**config.mk**
```make
export PLATFORM = sky130hd
export DESIGN_NAME = siy_operand_parse_and_encode
export DESIGN_NICKNAME = d
export VERILOG_FILES = /design/src/design/siy_pkg.sv /design/src/design/siy_parse.sv /design/src/design/siy_operand_parse_and_encode.sv
export VERILOG_INCLUDE_DIRS = /design/src /design/src/design
export SDC_FILE = /design/constraint.sdc
export NUM_CORES = 1
export LEC_CHECK = 0
export BUFFER_PORTS_ARGS = -buffer_cell sky130_fd_sc_hd__buf_2
export CAP_MARGIN = 5
export CELL_PAD_IN_SITES_DETAIL_PLACEMENT = 1
export CELL_PAD_IN_SITES_GLOBAL_PLACEMENT = 2
export CORE_UTILIZATION = 32
export DETAILED_ROUTE_END_ITERATION = 8
export PLACE_DENSITY = 0.66
export SYNTH_ARGS = -nofsm -noshare
export SYNTH_HDL_FRONTEND = slang
export SYNTH_SLANG_ARGS = --single-unit
```
**constraint.sdc**
```tcl
create_clock -name clk -period 3.5 [get_ports clk]
set_input_delay 0.875 -clock clk [delete_from_list [all_inputs] [get_ports clk]]
set_output_delay 0.875 -clock clk [all_outputs]
set_load 0.05 [all_outputs]
```
**src/design/siy_operand_parse_and_encode_defines.svh**
```systemverilog
// ----------------------------------------------------------------------------
// SIY operand parser: assertion macros
// Shared assertion wrappers; define NO_ASSERTIONS to compile them out.
// ----------------------------------------------------------------------------
`ifndef SIY_OPERAND_PARSE_AND_ENCODE_DEFINES_SVH
`define SIY_OPERAND_PARSE_AND_ENCODE_DEFINES_SVH

`ifndef NO_ASSERTIONS

// checked outside reset
`define SIY_ASSERT(lbl, prop) \
	lbl: assert property (@(posedge clk) disable iff (!arst_n) prop) \
		else $error("siy assertion failed");

// checked at every edge, reset included
`define SIY_ASSERT_ALWAYS(lbl, prop) \
	lbl: assert property (@(posedge clk) prop) \
		else $error("siy assertion failed");

`else

`define SIY_ASSERT(lbl, prop)
`define SIY_ASSERT_ALWAYS(lbl, prop)

`endif

`endif

```
**src/design/siy_pkg.sv**
```systemverilog
// ----------------------------------------------------------------------------
// SIY operand parser package
// Beat types, parse phases, status codes and the hex digit decoder.
// ----------------------------------------------------------------------------
package siy_pkg;

	typedef struct packed {
		logic [7:0]  char_code;
		logic [15:0] opcode;
		logic        imm_unused;
	} char_t;

	typedef struct packed {
		logic [2:0]  status;
		logic [47:0] instruction;
	} res_t;

	typedef enum logic [1:0] {
		PH_D1,
		PH_B1,
		PH_I2,
		PH_DONE
	} phase_t;

	localparam logic [2:0] ST_OK       = 3'd0;
	localparam logic [2:0] ST_NONHEX   = 3'd1;
	localparam logic [2:0] ST_LENGTH   = 3'd2;
	localparam logic [2:0] ST_MISSING  = 3'd3;
	localparam logic [2:0] ST_TOO_MANY = 3'd4;

	localparam logic [7:0] CHAR_NUL   = 8'h00;
	localparam logic [7:0] CHAR_COMMA = 8'h2C;

	localparam logic [2:0] D1_DIGITS = 3'd5;
	localparam logic [2:0] B1_DIGITS = 3'd1;
	localparam logic [2:0] I2_DIGITS = 3'd2;

	// {digit ok, digit value}
	function automatic logic [4:0] hex_of(input logic [7:0] c);
		logic [4:0] r;
		r = 5'd0;
		if (c >= 8'h30 && c <= 8'h39) begin
			r = {1'b1, 4'(c - 8'h30)};
		end else if (c >= 8'h41 && c <= 8'h46) begin
			r = {1'b1, 4'(c - 8'h37)};
		end else if (c >= 8'h61 && c <= 8'h66) begin
			r = {1'b1, 4'(c - 8'h57)};
		end
		return r;
	endfunction

endpackage

```
**src/design/siy_parse.sv**
```systemverilog
// ----------------------------------------------------------------------------
// SIY operand parse state
// Per-token field state; one character step per cycle while step is high, result on NUL.
// ----------------------------------------------------------------------------
`include "siy_operand_parse_and_encode_defines.svh"

module siy_parse (
	input  logic          clk,
	input  logic          arst_n,
	input  logic          step,
	input  siy_pkg::char_t item,
	output logic          is_end,
	output siy_pkg::res_t result
);
	import siy_pkg::*;

	phase_t      phase_q, n_phase;
	logic [2:0]  cnt_q, n_cnt;
	logic [19:0] acc_q, n_acc;
	logic        bad_q, n_bad;
	logic [19:0] disp_q, n_disp;
	logic [3:0]  base_q, n_base;
	logic [7:0]  imm_q, n_imm;
	logic        stop_q, n_stop;
	logic [2:0]  stat_q, n_stat;

	logic [4:0]  hx;
	logic [2:0]  limit;
	phase_t      f_phase;
	logic        f_stop;
	logic [2:0]  f_stat;
	logic [3:0]  f_base;
	logic [7:0]  f_imm;
	logic [2:0]  f_status;

	assign is_end = (item.char_code == CHAR_NUL);

	always_comb begin
		n_phase  = phase_q;
		n_cnt    = cnt_q;
		n_acc    = acc_q;
		n_bad    = bad_q;
		n_disp   = disp_q;
		n_base   = base_q;
		n_imm    = imm_q;
		n_stop   = stop_q;
		n_stat   = stat_q;
		f_phase  = phase_q;
		f_stop   = stop_q;
		f_stat   = stat_q;
		f_base   = base_q;
		f_imm    = imm_q;
		f_status = ST_OK;
		result   = '0;
		hx       = hex_of(item.char_code);

		unique case (phase_q)
			PH_D1:   limit = D1_DIGITS;
			PH_B1:   limit = B1_DIGITS;
			default: limit = I2_DIGITS;
		endcase

		if (!is_end) begin
			if (!stop_q) begin
				if (phase_q == PH_DONE) begin
					n_stop = 1'b1;
					n_stat = ST_TOO_MANY;
				end else if (item.char_code == CHAR_COMMA) begin
					if (cnt_q == 3'd0) begin
						n_stop = 1'b1;
						n_stat = ST_MISSING;
					end else if (bad_q) begin
						n_stop = 1'b1;
						n_stat = ST_NONHEX;
					end else begin
						unique case (phase_q)
							PH_D1: begin
								n_disp  = acc_q;
								n_phase = PH_B1;
							end
							PH_B1: begin
								n_base  = acc_q[3:0];
								n_phase = item.imm_unused ? PH_DONE : PH_I2;
							end
							default: begin
								n_imm   = acc_q[7:0];
								n_phase = PH_DONE;
							end
						endcase
						n_cnt = 3'd0;
						n_acc = 20'd0;
						n_bad = 1'b0;
						if (n_phase == PH_DONE) begin
							n_stop = 1'b1;
							n_stat = ST_TOO_MANY;
						end
					end
				end else if (cnt_q >= limit) begin
					n_stop = 1'b1;
					n_stat = ST_LENGTH;
				end else begin
					n_bad = bad_q | ~hx[4];
					n_acc = {acc_q[15:0], hx[4] ? hx[3:0] : 4'd0};
					n_cnt = cnt_q + 3'd1;
				end
			end
		end else begin
			// end of token: close the open field, then build the result
			if (!stop_q) begin
				if (phase_q == PH_D1) begin
					f_stop = 1'b1;
					f_stat = (cnt_q >= D1_DIGITS) ? ST_LENGTH : ST_MISSING;
				end else if (phase_q == PH_DONE) begin
					f_stop = 1'b1;
					f_stat = ST_TOO_MANY;
				end else if (cnt_q == 3'd0) begin
					f_stop = 1'b1;
					f_stat = ST_MISSING;
				end else if (bad_q) begin
					f_stop = 1'b1;
					f_stat = ST_NONHEX;
				end else begin
					if (phase_q == PH_B1) begin
						f_base  = acc_q[3:0];
						f_phase = item.imm_unused ? PH_DONE : PH_I2;
					end else begin
						f_imm   = acc_q[7:0];
						f_phase = PH_DONE;
					end
					if (f_phase != PH_DONE) begin
						f_stop = 1'b1;
						f_stat = ST_MISSING;
					end
				end
			end
			f_status = f_stop ? f_stat : ST_OK;
			result.status = f_status;
			if (f_status == ST_OK) begin
				result.instruction = {item.opcode[15:8], f_imm, f_base, disp_q[11:8],
					disp_q[7:0], disp_q[19:12], item.opcode[7:0]};
			end
			n_phase = PH_D1;
			n_cnt   = 3'd0;
			n_acc   = 20'd0;
			n_bad   = 1'b0;
			n_disp  = 20'd0;
			n_base  = 4'd0;
			n_imm   = 8'd0;
			n_stop  = 1'b0;
			n_stat  = ST_OK;
		end
	end

	always_ff @(posedge clk or negedge arst_n) begin
		if (!arst_n) begin
			phase_q <= PH_D1;
			cnt_q   <= 3'd0;
			acc_q   <= 20'd0;
			bad_q   <= 1'b0;
			disp_q  <= 20'd0;
			base_q  <= 4'd0;
			imm_q   <= 8'd0;
			stop_q  <= 1'b0;
			stat_q  <= ST_OK;
		end else if (step) begin
			phase_q <= n_phase;
			cnt_q   <= n_cnt;
			acc_q   <= n_acc;
			bad_q   <= n_bad;
			disp_q  <= n_disp;
			base_q  <= n_base;
			imm_q   <= n_imm;
			stop_q  <= n_stop;
			stat_q  <= n_stat;
		end
	end

	`SIY_ASSERT_ALWAYS(a_status_only_when_stopped, !stop_q |-> stat_q == ST_OK)
	`SIY_ASSERT(a_done_implies_stopped, phase_q == PH_DONE |-> stop_q)
	`SIY_ASSERT(a_count_in_range, cnt_q <= D1_DIGITS)
	`SIY_ASSERT(a_end_clears, step && is_end |=> !stop_q && phase_q == PH_D1 && cnt_q == 3'd0)

endmodule

```
**src/design/siy_operand_parse_and_encode.sv**
```systemverilog
// ----------------------------------------------------------------------------
// SIY operand parser and encoder
// Parses D1,B1[,I2] hex operand text and emits the packed SIY instruction.
// ----------------------------------------------------------------------------
// Usage:
//   char channel: one operand character per beat (char_valid/char_ready),
//   with the opcode and imm_unused flag held steady through the token. A
//   NUL character ends the token.
//   res channel: one beat per token (res_valid/res_ready) carrying the status
//   and the 48-bit instruction word; instruction is zero unless status is ok.
//   Throughput: one character per cycle, unless the stall below holds. Each
//   character passes an input register and then the field-parse logic; a NUL
//   beat loads the result register, which raises res_valid.
//   The output register decouples the sides: characters keep flowing while a
//   result waits. Only a second NUL stalls: it is held in the input register,
//   with char_ready low, until the pending result is taken.
//   Reset clears both valid flags and all parse state; the next character
//   starts a fresh token.
// ----------------------------------------------------------------------------
`include "siy_operand_parse_and_encode_defines.svh"

module siy_operand_parse_and_encode (
	input  logic           clk,
	input  logic           arst_n,
	input  logic           char_valid,
	output logic           char_ready,
	input  siy_pkg::char_t char_beat,
	output logic           res_valid,
	input  logic           res_ready,
	output siy_pkg::res_t  res_beat
);
	import siy_pkg::*;

	logic  valid_s1;
	char_t item_s1;
	logic  adv;
	logic  is_end;
	res_t  result;
	logic  res_valid_q;
	res_t  res_q;

	assign adv        = valid_s1 && (!is_end || !res_valid_q || res_ready);
	assign char_ready = !valid_s1 || adv;

	always_ff @(posedge clk or negedge arst_n) begin
		if (!arst_n) begin
			valid_s1 <= 1'b0;
		end else if (char_ready) begin
			valid_s1 <= char_valid;
		end
	end

	always_ff @(posedge clk) begin
		if (char_ready && char_valid) begin
			item_s1 <= char_beat;
		end
	end

	siy_parse u_parse (
		.clk    (clk),
		.arst_n (arst_n),
		.step   (adv),
		.item   (item_s1),
		.is_end (is_end),
		.result (result)
	);

	always_ff @(posedge clk or negedge arst_n) begin
		if (!arst_n) begin
			res_valid_q <= 1'b0;
		end else if (adv && is_end) begin
			res_valid_q <= 1'b1;
		end else if (res_ready) begin
			res_valid_q <= 1'b0;
		end
	end

	always_ff @(posedge clk) begin
		if (adv && is_end) begin
			res_q <= result;
		end
	end

	assign res_valid = res_valid_q;
	assign res_beat  = res_q;

	`SIY_ASSERT(a_result_from_end, $rose(res_valid_q) |-> $past(adv && is_end))
	`SIY_ASSERT(a_stall_cause, !char_ready |-> valid_s1 && is_end && res_valid_q && !res_ready)
	`SIY_ASSERT(a_error_word_zero, res_valid_q && res_q.status != ST_OK |-> res_q.instruction == 48'd0)

endmodule
```
==> summary.txt <==
Run status
  • Status: finished, final reports clean

Layout
  • Area delta synth->final: 21.77%
  • Multi-input gate area: 2110 um2
  • N_diodes: 0
  • Layout cells sized above 1: about a quarter
  • Storage cell area: approximately 3900 um2
  • Final nets: 617
  • # fillers: 2032

Timing
  • Slew @ Worst Pin: approximately 1200 ps
  • Final Cycle Share: between 90% and 100%
  • Unrepaired setup endpoints after global routing: no
  • # setup viols final: 0
  • Max-slew violations: 0
  • Period minus WS final: approximately 3300 ps
  • Hold Violations, Final: 0
  • F_max: slightly above 300 MHz
  • Worst Skew: 9.916 ps
  • Setup Total Neg Slack: 0 ps
  • Slew margin rel.: about a fifth
  • Hold_ws: between 500 and 600 ps

Logic synthesis
  • Seq/Total Area, Yosys: 62.57%
  • XOR/XNOR share of the synthesized area: 0.1411%
  • Largest family of logic cells by synthesized area: simple AND/OR/NAND/NOR gates
  • Post-synthesis compound-gate area fraction: a little over 8%
  • Synthesized area per cell: between 10 and 15 um2
  • YS warnings: 0
  • Top cells by area, synth: edfxtp_1, dfrtp_1, mux2i_1, and2_1, ha_1
  • Post-synth design cell area: 6207 um2
  • Library cells used by synthesis: 60
  • Top cell type's share of synthesized area: a little under two fifths
  • Main flop type after synthesis: edfxtp_1
  • Simple-gate area share of the yosys netlist: between 10% and 20%
  • Cells after synthesis: just under 500
  • Post-synth EDFFs: between 70 and 80
  • Mux share of post-synthesis cell area: just under 10%
  • Asr flop ratio synth: roughly 46%
  • Syn nets: 526
  • FF+latch count, synth: 140
  • Synth area leader: edfxtp_1
  • Post-Synth Adder-Cell Area: 2.217%

Clock tree
  • Insertion delay to the later sink of the worst-skew pair: 420 ps
  • H-tree depth: 4
  • Cts hold-fix bufs: 0
  • CTS tree: built
  • TritonCTS Sinks: between 100 and 150
  • Clk root buf: clkbuf_16
  • Post_cts resized: 0
  • Clock-pin slew on the worst setup and hold paths: ~60 ps
  • Post-CTS Setup Bufs: 0
  • Cts bufs inserted: 17
  • Max clock buf depth: 2

Floorplanning
  • Die Y-Extent: roughly 140 um
  • Num rows: 50
  • Core ar.: 18830 um2
  • Full die area: about 20000 um2
  • Io pins: 82
  • Die Wd: 141.3 um
  • Starting density of the core: roughly a third

Pwr
  • Sw Ratio: 26.52%
  • Logic pwr share: about 12%
  • Leak pwr: around 3.3 nW
  • Sw Pwr: 1.193 mW
  • Clk pwr share: 42.3%
  • Sequential power share: approximately 46%
  • Power Internal: ~3.3 mW
  • Pwr dens: just under 600 nW/um2
  • VDD IR max: roughly 0.36 mV

Critical path
  • Slowest cell on the critical path: or4b_1
  • Critical path startpoint category: flop
  • Worst reg2reg endpoint: u_parse.acc_q[19]
  • CP endpoint: char_ready
  • CP required: between 2000 and 3000 ps
  • Reg2reg path depth: 9
  • Crit end category: output pin
  • Critical Path Fanout Max: 7
  • Crit Path Class: reg2out
  • Worst Setup SP: item_s1[17]
  • Slowest stage delay, CP: approximately 640 ps
  • WP data arrival: between 2000 and 2500 ps
  • Worst r2r src: u_parse.phase_q[1]
  • Flop-to-flop setup slack: ~600 ps
  • Crit path cell chain: inv_1 -> ha_1 -> or4b_1 -> nor2_4 -> nand3_1 -> buf_2

Route
  • DRC: 0
  • Via Count: ~4000
  • DRT antenna net count: 0
  • First drt pass iteration count: 4
  • Via/cell ratio: 4.648
  • Starting DRC count in detailed routing: 207
  • Wire per inst: about 16 um
  • WL final: between 10 and 15 mm

GRT
  • Global Route Usage Sum: 15.09%
  • Largest net degree at the start of global routing: 65
  • Grt total ovfl: 0
  • Vias in the first global route: 4363
  • Initial antenna violation count: 0
  • First-pass GRT wire length: 23.06 mm

Min path
  • Hold Crit Depth: 1
  • HP Class: reg2reg

Place
  • I/O Buffers: just over 80
  • Final Wtd Congestion: just over 0.8
  • HPWL after detailed placement: approximately 9.6 mm

Run
  • Max cap viols: 0
-- power by group through the flow --
stage	Clock (mW)	Sequential [mW]	Combinational, mW
detailed placement	0	2.08	0.555
global route	2.01	2.07	0.626
floorplan	0	2.02	0.413
finish	1.90	2.05	0.546
CTS	1.95	2.05	0.557
global placement	0	2.08	0.537
-- cells in the mapped netlist (2+ instances only) --
cell,n
buf_2,9
o221a_2,2
edfxtp_1,76
inv_1,32
and2_1,37
or3_1,2
nor2b_1,15
mux2_4,9
clkbuf_1,8
nand2b_1,6
o22ai_1,3
o31ai_1,2
o21bai_1,2
nor4_1,2
nor2_4,2
a22o_1,13
nor2_1,36
nand3_1,4
o21ai_0,6
mux2i_1,34
o2111ai_1,3
nand2_1,36
mux2_2,12
a21oi_1,14
nor3_1,9
ha_1,11
a31oi_1,5
dfrtp_1,64
-- metal layers --
metal	vias to the layer above	GRT usage (%)	wire [um]	part of all wire [%]
met2	82	24.47	6488	47
met1	1936	18.97	6438	47
met5	-	0	0	0
met4	0	7.208	435	3.1
li1	1906	-	-	-
met3	27	3.645	451	3.3
-- metrics by stage --
stage          power [mW]  std cells  setup slack, ps  cell area (um2)  util [%]
2_1_floorplan       2.436        486            572.2             6207         -
3_3_place_gp        2.613        818            689.7             6935     36.83
3_5_place_dp        2.636        818            609.3             6935     36.83
4_1_cts             4.557        850            169.2             7559     40.14
5_1_grt             4.713        850            22.92             7559     40.14
6_report            4.497        850            209.9             7559     40.14
-- kinds of logic (layout without fill, tap and decap cells) --
family / after synthesis / count (layout)
multiplexers: 55 / 55
AO/OA/AOI/OAI: 67 / 67
XOR/XNOR: 1 / 1
flip-flops: 140 / 140
AND/OR/NAND/NOR: 160 / 160
adder cells (fa/ha/maj): 11 / 11
buffers and inverters: 52 / 156
-- sequential cells by signal, indices dropped and copies added, names as in the netlist --
name / flops
u_parse.bad_q: 1
item_s1: 25
u_parse.stop_q: 1
u_parse.phase_q: 2
u_parse.stat_q: 3
valid_s1: 1
u_parse.imm_q: 8
res_valid: 1
u_parse.base_q: 4
res_beat: 51
u_parse.cnt_q: 3
u_parse.acc_q: 20
u_parse.disp_q: 20
-- area by class of cell --
class	instances	share of cell area, %
clock buffers	17	5.628
clock inverters	15	2.615
inverters	33	1.639
well taps	260	4.304
multi-input cells	294	27.91
repair buffers	91	6.522
flip-flops and latches	140	51.38
-- worst min-delay path by stage --
stage / startpoint / slack [ps] / to
3_3_place_gp: u_parse.base_q[0] / 480 / u_parse.base_q[0]
5_1_grt: u_parse.imm_q[7] / 520 / u_parse.imm_q[7]
3_5_place_dp: u_parse.imm_q[7] / 490 / u_parse.imm_q[7]
6_report: u_parse.imm_q[6] / 500 / u_parse.imm_q[6]
2_1_floorplan: u_parse.base_q[0] / 470 / u_parse.base_q[0]
4_1_cts: u_parse.imm_q[7] / 510 / u_parse.imm_q[7]
-- placed cells by master, fill, tap and decap left out, types with 3 or more instances in the layout --
cell type	Yosys	layout
nor3_1	9	9
o21ai_0	6	6
mux2i_1	34	34
clkbuf_16	0	17
inv_1	32	32
a22o_1	13	13
buf_2	9	81
nor2b_1	15	15
inv_6	0	6
nand2b_1	6	6
o2111ai_1	3	3
ha_1	11	11
edfxtp_1	76	76
nand2_1	36	36
o22ai_1	3	3
dfrtp_1	64	64
inv_8	0	3
a31oi_1	5	5
mux2_4	9	9
buf_4	1	9
mux2_2	12	12
bufinv_16	0	3
nor2_1	36	36
nand3_1	4	4
and2_1	37	37
a21oi_1	14	13
-- worst max-delay path: cells and delay by family, from the launching register on --
| kind | cells | cell delay, ps |
|---|---|---|
| AND/OR/NAND/NOR | 3 | 920 |
| flip-flops | 1 | 470 |
| buffers and inverters | 2 | 420 |
| adder cells (fa/ha/maj) | 1 | 180 |
Note: power is estimated with default switching activity, not from simulation.
